### config.mk
export PLATFORM = sky130hd
export DESIGN_NAME = line_from_points_normalize_core
export DESIGN_NICKNAME = d
export VERILOG_FILES = /design/src/sv/lfpn_pkg.sv /design/src/sv/line_from_points_normalize_core.sv
export SDC_FILE = /design/constraint.sdc
export NUM_CORES = 2
export LEC_CHECK = 0
export BUFFER_PORTS_ARGS = -buffer_cell sky130_fd_sc_hd__buf_2
export CAP_MARGIN = 25
export CORE_MARGIN = 4
export CORE_UTILIZATION = 60
export DETAILED_ROUTE_END_ITERATION = 8
export PLACE_DENSITY = 0.78
export SETUP_SLACK_MARGIN = 0.5
export SYNTH_ARGS = -nofsm -noshare
export SYNTH_HDL_FRONTEND = slang
export SYNTH_SLANG_ARGS = --single-unit
export TNS_END_PERCENT = 50
### constraint.sdc
create_clock -name i_clk -period 16.33 [get_ports i_clk]
set_input_delay 0.8165 -clock i_clk [delete_from_list [all_inputs] [get_ports i_clk]]
set_output_delay 0.8165 -clock i_clk [all_outputs]
set_load 0.01 [all_outputs]
### src/sv/lfpn_pkg.sv
// Package for the normalized line-through-two-points core: widths and state type.
package lfpn_pkg;

    localparam int COORD_WIDTH = 31;
    localparam int RAW_WIDTH   = COORD_WIDTH + 1;
    localparam int WIDE_WIDTH  = 64;
    localparam int CNT_WIDTH   = 7;
    localparam int SHIFT_WIDTH = 6;

    typedef enum logic [2:0] {
        ST_IDLE,
        ST_MUL,
        ST_CHECK,
        ST_GCD,
        ST_DIV,
        ST_DONE
    } t_state;

endpackage

### src/sv/line_from_points_normalize_core.sv
// Canonical integer line A*x+B*y+C=0 through two points, gcd normalized.
// Steps: two shift-and-add cross products (px*qy, then py*qx subtracted), then binary gcd
// steps, then three restoring divisions of |A|, |B| and |C| by the gcd; equal points skip
// straight from the check to the result.
// Throughput: one word at a time; busy stays high until the result strobe is issued.
// The result is shown for one cycle on o_valid; the receiver cannot stall.
// Reset (i_rst_n low, synchronous) returns the sequencer to idle and drops o_valid.
module line_from_points_normalize_core (
    input  logic                              i_clk,
    input  logic                              i_rst_n,
    input  logic                              start,
    output logic                              busy,
    input  logic [lfpn_pkg::COORD_WIDTH-1:0]  i_first_x,
    input  logic [lfpn_pkg::COORD_WIDTH-1:0]  i_first_y,
    input  logic [lfpn_pkg::COORD_WIDTH-1:0]  i_second_x,
    input  logic [lfpn_pkg::COORD_WIDTH-1:0]  i_second_y,
    output logic                              o_valid,
    output logic [30:0]                       o_coef_a,
    output logic [31:0]                       o_coef_b,
    output logic [62:0]                       o_coef_c,
    output logic                              o_degenerate
);
    import lfpn_pkg::*;

    localparam logic [CNT_WIDTH-1:0] MulLast = CNT_WIDTH'(COORD_WIDTH - 1);
    localparam logic [CNT_WIDTH-1:0] DivLast = CNT_WIDTH'(WIDE_WIDTH - 1);

    t_state r_state, n_state;

    logic [COORD_WIDTH-1:0] r_py, n_py, r_qx, n_qx;
    logic [RAW_WIDTH-1:0]   r_a, n_a, r_b, n_b;
    logic [WIDE_WIDTH-1:0]  r_mcand, n_mcand, r_acc, n_acc;
    logic [COORD_WIDTH-1:0] r_mplier, n_mplier;
    logic                   r_phase, n_phase;
    logic [CNT_WIDTH-1:0]   r_cnt, n_cnt;
    logic [1:0]             r_pass, n_pass;
    logic [WIDE_WIDTH-1:0]  r_u, n_u, r_v, n_v, r_g, n_g;
    logic [SHIFT_WIDTH-1:0] r_k, n_k;
    logic [WIDE_WIDTH-1:0]  r_ma, n_ma, r_mb, n_mb, r_mc, n_mc;
    logic [WIDE_WIDTH-1:0]  r_dvd, n_dvd, r_rem, n_rem;
    logic [WIDE_WIDTH-1:0]  r_qa, n_qa, r_qb, n_qb;
    logic                   r_valid, n_valid;
    logic [30:0]            r_oa, n_oa;
    logic [31:0]            r_ob, n_ob;
    logic [62:0]            r_oc, n_oc;
    logic                   r_degen, n_degen;

    logic [RAW_WIDTH-1:0]  in_a, in_b;
    logic [WIDE_WIDTH-1:0] term, gcd_res, div_try, a_ext, b_ext;
    logic                  mul_sub, flip, neg_b, neg_c;
    logic [WIDE_WIDTH-1:0] qc_signed;
    logic [31:0]           qb_signed;

    always_ff @(posedge i_clk) begin
        if (!i_rst_n) begin
            r_state <= ST_IDLE;
            r_valid <= 1'b0;
        end else begin
            r_state <= n_state;
            r_valid <= n_valid;
        end
        r_py <= n_py; r_qx <= n_qx;
        r_a <= n_a; r_b <= n_b;
        r_mcand <= n_mcand; r_acc <= n_acc; r_mplier <= n_mplier; r_phase <= n_phase;
        r_cnt <= n_cnt; r_pass <= n_pass;
        r_u <= n_u; r_v <= n_v; r_g <= n_g; r_k <= n_k;
        r_ma <= n_ma; r_mb <= n_mb; r_mc <= n_mc;
        r_dvd <= n_dvd; r_rem <= n_rem; r_qa <= n_qa; r_qb <= n_qb;
        r_oa <= n_oa; r_ob <= n_ob; r_oc <= n_oc; r_degen <= n_degen;
    end

    always_comb begin
        n_state = r_state;
        n_py = r_py; n_qx = r_qx;
        n_a = r_a; n_b = r_b;
        n_mcand = r_mcand; n_acc = r_acc; n_mplier = r_mplier; n_phase = r_phase;
        n_cnt = r_cnt; n_pass = r_pass;
        n_u = r_u; n_v = r_v; n_g = r_g; n_k = r_k;
        n_ma = r_ma; n_mb = r_mb; n_mc = r_mc;
        n_dvd = r_dvd; n_rem = r_rem; n_qa = r_qa; n_qb = r_qb;
        n_oa = r_oa; n_ob = r_ob; n_oc = r_oc; n_degen = r_degen;
        n_valid = 1'b0;

        in_a = {i_first_y[COORD_WIDTH-1], i_first_y} - {i_second_y[COORD_WIDTH-1], i_second_y};
        in_b = {i_second_x[COORD_WIDTH-1], i_second_x} - {i_first_x[COORD_WIDTH-1], i_first_x};
        term    = r_mplier[0] ? r_mcand : '0;
        mul_sub = (r_cnt == MulLast) ^ r_phase;
        gcd_res = (r_u | r_v) << r_k;
        div_try = {r_rem[WIDE_WIDTH-2:0], r_dvd[WIDE_WIDTH-1]};
        a_ext = {{(WIDE_WIDTH-RAW_WIDTH){r_a[RAW_WIDTH-1]}}, r_a};
        b_ext = {{(WIDE_WIDTH-RAW_WIDTH){r_b[RAW_WIDTH-1]}}, r_b};
        flip  = r_a[RAW_WIDTH-1] || (r_a == '0 && r_b[RAW_WIDTH-1]);
        neg_b = r_b[RAW_WIDTH-1] ^ flip;
        neg_c = r_acc[WIDE_WIDTH-1] ^ flip;
        qb_signed = neg_b ? (32'd0 - r_qb[31:0]) : r_qb[31:0];
        qc_signed = neg_c ? (WIDE_WIDTH'(0) - r_dvd) : r_dvd;

        unique case (r_state)
            ST_IDLE: begin
                if (start) begin
                    n_py = i_first_y; n_qx = i_second_x;
                    n_a = in_a; n_b = in_b;
                    // first product: px * qy
                    n_mcand  = {{(WIDE_WIDTH-COORD_WIDTH){i_first_x[COORD_WIDTH-1]}}, i_first_x};
                    n_mplier = i_second_y;
                    n_acc = '0; n_phase = 1'b0; n_cnt = '0;
                    n_state = ST_MUL;
                end
            end
            ST_MUL: begin
                n_acc = mul_sub ? (r_acc - term) : (r_acc + term);
                n_mcand = r_mcand << 1;
                n_mplier = r_mplier >> 1;
                n_cnt = r_cnt + 1'b1;
                if (r_cnt == MulLast) begin
                    n_cnt = '0;
                    if (!r_phase) begin
                        // second product: py * qx, subtracted
                        n_phase = 1'b1;
                        n_mcand = {{(WIDE_WIDTH-COORD_WIDTH){r_py[COORD_WIDTH-1]}}, r_py};
                        n_mplier = r_qx;
                    end else begin
                        n_state = ST_CHECK;
                    end
                end
            end
            ST_CHECK: begin
                n_ma = r_a[RAW_WIDTH-1] ? (WIDE_WIDTH'(0) - a_ext) : a_ext;
                n_mb = r_b[RAW_WIDTH-1] ? (WIDE_WIDTH'(0) - b_ext) : b_ext;
                n_mc = r_acc[WIDE_WIDTH-1] ? (WIDE_WIDTH'(0) - r_acc) : r_acc;
                n_u = n_ma; n_v = n_mb; n_k = '0; n_pass = 2'd0;
                if (r_a == '0 && r_b == '0) begin
                    n_oa = '0; n_ob = '0; n_oc = '0; n_degen = 1'b1;
                    n_state = ST_DONE;
                end else begin
                    n_state = ST_GCD;
                end
            end
            ST_GCD: begin
                if (r_u == '0 || r_v == '0) begin
                    if (r_pass == 2'd0) begin
                        n_u = gcd_res; n_v = r_mc; n_k = '0; n_pass = 2'd1;
                    end else begin
                        n_g = gcd_res;
                        n_dvd = r_ma; n_rem = '0; n_cnt = '0; n_pass = 2'd0;
                        n_state = ST_DIV;
                    end
                end else if (!r_u[0] && !r_v[0]) begin
                    n_u = r_u >> 1; n_v = r_v >> 1; n_k = r_k + 1'b1;
                end else if (!r_u[0]) begin
                    n_u = r_u >> 1;
                end else if (!r_v[0]) begin
                    n_v = r_v >> 1;
                end else if (r_u >= r_v) begin
                    n_u = r_u - r_v;
                end else begin
                    n_v = r_v - r_u;
                end
            end
            ST_DIV: begin
                if (div_try >= r_g) begin
                    n_rem = div_try - r_g;
                    n_dvd = {r_dvd[WIDE_WIDTH-2:0], 1'b1};
                end else begin
                    n_rem = div_try;
                    n_dvd = {r_dvd[WIDE_WIDTH-2:0], 1'b0};
                end
                n_cnt = r_cnt + 1'b1;
                if (r_cnt == DivLast) begin
                    n_cnt = '0; n_rem = '0;
                    unique case (r_pass)
                        2'd0: begin n_qa = n_dvd; n_dvd = r_mb; n_pass = 2'd1; end
                        2'd1: begin n_qb = n_dvd; n_dvd = r_mc; n_pass = 2'd2; end
                        default: begin
                            n_pass = 2'd0;
                            n_state = ST_DONE;
                        end
                    endcase
                end
            end
            ST_DONE: begin
                if (!r_degen) begin
                    n_oa = r_qa[30:0];
                    n_ob = qb_signed;
                    n_oc = qc_signed[62:0];
                end
                n_valid = 1'b1;
                n_state = ST_IDLE;
            end
            default: n_state = ST_IDLE;
        endcase

        // clear the degenerate mark on a fresh word
        if (r_state == ST_IDLE && start) n_degen = 1'b0;
    end

    assign busy         = (r_state != ST_IDLE);
    assign o_valid      = r_valid;
    assign o_coef_a     = r_oa;
    assign o_coef_b     = r_ob;
    assign o_coef_c     = r_oc;
    assign o_degenerate = r_degen;

`ifndef SYNTHESIS
    a_strobe_single: assert property (@(posedge i_clk) disable iff (!i_rst_n)
        o_valid |=> !o_valid) else $error("result strobe held");
    a_start_busy: assert property (@(posedge i_clk) disable iff (!i_rst_n)
        (start && !busy) |=> busy) else $error("word accepted but not busy");
    a_degen_zero: assert property (@(posedge i_clk) disable iff (!i_rst_n)
        (o_valid && o_degenerate) |-> (o_coef_a == '0 && o_coef_b == '0 && o_coef_c == '0))
        else $error("degenerate result has nonzero coefficients");
    a_sign_rule: assert property (@(posedge i_clk) disable iff (!i_rst_n)
        (o_valid && !o_degenerate) |-> (o_coef_a != '0 || (o_coef_b != '0 && !o_coef_b[31])))
        else $error("sign rule broken");
`endif

endmodule

==> summary.txt <==
Job
  – Max_cap viols: 0

Place
  – Placer Congestion: 1.10
  – Hpwl dp: 189 mm
  – PortBufs: 255
  – DP Area: 0.0695 mm^2
  – Placed cell count: 8659

Global route
  – Largest net degree at the start of global routing: 97
  – Total global-route track usage: 0.405
  – Initial antenna violation count: 21
  – Vias in the first global route: 55700
  – Total grt overflow: 0
  – Global-route wire length before repair: 358 mm

Yosys
  – Ys Warns: 0
  – Post-synthesis simple-gate area fraction: 0.154
  – Synth Area per Inst: 9.29 um^2
  – Compound-Gate Fraction of Synth Area: 0.195
  – Sequential share of the synthesized area: 0.422
  – Dominant synthesized flop cell: edfxtp_1
  – Ys async rst share: 0
  – Top post-synthesis cells by count: edfxtp_1 (939), nand2_1 (806), a21oi_1 (645), nor2_1 (643), o21ai_0 (560)
  – Leading area contributor after synthesis: edfxtp_1
  – Xor/xnor share of the synthesized area: 0.0668
  – Synth cell types: 82
  – Flops & latches, synth: 944
  – Main combinational cell family by area after synthesis: compound AO/OA/AOI/OAI gates
  – Synth Area in Adders: 0.0744
  – Mapped Cells: 7215
  – Number of synthesized flops with an enable pin: 939
  – Yosys top cell area share: 0.421
  – Post-Syn Area: 0.0670 mm^2
  – Fraction of synthesized area in multiplexers: 0.0425
  – Cell with the most instances after synthesis: edfxtp_1
  – Dominant cells by area after synthesis: edfxtp_1 (42%), ha_1 (7.3%), a21oi_1 (4.8%)

Worst setup path
  – CP max-delay cell: a2111oi_0
  – Worst endpoint required time: 16.89 ns
  – FF-to-FF Start: r_mcand[7]
  – Crit-path max cell delay: 0.85 ns
  – Kind of cell adding the most delay to the critical path: compound AO/OA/AOI/OAI gates
  – Bufs and invs on worst path: 0
  – Cell Chain, Critical Path: or4_1 > or2_2 > o41ai_1 > nand3_1 > nor2b_1 > nor2_1 > or2_2 > nand3_1 > ha_1 > and4_1 > nand3_1 > a2111oi_0 > o211ai_1 > a31oi_1 > o2111ai_1 > a21oi_1 > o2111ai_1 > a2111oi_0 > o21bai_1
  – Crit path launch: r_mcand[7]
  – Arrival time worst endpoint: 7.49 ns
  – CP most frequent cell: nand3_1
  – Crit Path Class: flip-flop to flip-flop
  – CP startpoint kind: flip-flop
  – Crit. End Element: flip-flop
  – Crit-path max FO: 15

Timing
  – Final setup fails: 0
  – Max Slew Vio Count: 0
  – Min Tclk post-route: 6.93 ns
  – Final Hold Vio Count: 0
  – Tcrit/Tclk final: 0.424
  – RSZ-0062 raised after global routing: false
  – Hold Worst Slack: 0.291 ns
  – Setup_tns: 0 ns
  – Fmax: 144 MHz
  – Worst relative slew slack: 0.228
  – Final setup skew: 0.0602 ns
  – Worst-margin pin slew: 1.15 ns

Clocking
  – Clk_lat worst skew: 0.74 ns
  – Max Root-Sink Buffers: 3
  – Clock sink count: 944
  – CTS Root Cell: clkbuf_16
  – Num CTS Buffers: 101
  – Post-CTS sizing: 0
  – TritonCTS clock tree: yes
  – CTS clk-pin slew, worst paths: 0.06 ns
  – Hold-fix buffers at CTS: 0
  – Post-CTS setup buffer count: 0
  – H-tree Lvls: 3

Die
  – Die Width: 342 um
  – # IOs: 256
  – Core Footprint: 0.111 mm^2
  – Row count: 122
  – Die area: 0.117 mm^2
  – Die height: 342 um
  – Starting Density: 0.605

Detailed routing
  – DRC: 0
  – Antenna viol nets, final: 0
  – Avg Vias per Cell: 6.83
  – TritonRoute pass-1 iters: 8
  – 1st-iter DRT viols: 9113
  – Total wire length: 246 mm
  – Routed len/inst: 27.7 um
  – DR vias: 60600

Layout
  – # nets final: 7801
  – Area Overhead vs Synth: 9.41%
  – Post-route cell area: 0.0733 mm^2
  – # fillers: 8919
  – Share of layout cells above drive strength 1: 0.0903
  – Non-filler instance count after layout: 8866

Status
  – Status: completed

Pwr
  – Leakage: 0.0284 uW
  – Pwr Total: 13400 uW
  – PwrDens: 183 mW/mm^2
  – VDD IR max: 0.245 mV

Min path
  – Min-Delay Path Class: primary input to flip-flop
  – Min-delay src: i_first_y[19]
## registers in the layout (all words and copies together) (netlist names), 33 cells and up
name      cells
r_mb         33
r_mcand      64
r_u          64
o_coef_c     63
r_acc        64
r_mc         64
r_ma         33
r_v          64
r_rem        63
r_dvd        64
r_g          64
## layout by cell type, fill, tap and decap left out, drive strengths merged, types with 15 or more instances in the layout
master	count
a21oi	645
a221oi	73
nand2	806
nor4	108
o22ai	32
bufinv	20
a21o	115
diode	15
a31oi	96
o21ai	561
o21a	34
edfxtp	939
nor2b	67
mux4	60
nor3	82
nand2b	56
xor2	160
xnor2	351
and2	63
or3	81
o21bai	83
inv	415
buf	342
or4	40
o41ai	42
nand4	71
ha	389
mux2i	136
clkinv	54
o211ai	61
clkbuf	109
and3	57
a21boi	16
o31a	21
or2	34
nand3	98
a211oi	55
o31ai	157
nor2	643
## stage by stage
step	utilization	setup WS (ns)
floorplan	-	5.71
global placement	0.627	9.51
detailed placement	0.627	9.44
CTS	0.660	9.37
global route	0.661	8.93
finish	0.661	9.40
## layer usage
layer  global-route usage  wire length (um)  vias up
li1                     -                 -    26700
met1                0.564             96500    29000
met2                0.592            104000     4197
met3                0.108             31900      701
met4                0.189             13400       12
met5                    0                83        -
## report_power, final
| part | internal, uW | switching (uW) | total, uW |
|---|---|---|---|
| clock | 1470 | 1060 | 2530 |
| combinational | 2360 | 4380 | 6730 |
| sequential | 3520 | 666 | 4180 |
## kinds of logic (layout without fill, tap and decap cells)
group	count (synthesis)	after routing
buffers and inverters	802	949
XOR/XNOR	511	511
AO/OA/AOI/OAI	2113	2113
AND/OR/NAND/NOR	2241	2241
adder cells (fa/ha/maj)	395	395
multiplexers	208	208
flip-flops	944	944
other	1	17
## worst paths after layout
kind / to / slack [ns] / cells after the start
setup reg to reg: r_acc[63] / 9.40 / 19
hold / removal: r_py[19] / 0.29 / 1
hold reg to reg: o_degenerate / 0.50 / 2
setup / recovery: r_acc[63] / 9.40 / 19
## final cells by class
cell class,count,area [um^2],area share
inverter,420,1580,0.0216
tap,1488,1860,0.0254
multi-input combinational,5470,35900,0.489
clock inverter,78,1090,0.0149
timing repair buffer,342,2010,0.0274
sequential,944,28300,0.386
antenna,15,37.5,0.000512
clock buffer,109,2560,0.0349
Power figures use the tool's default switching activity.
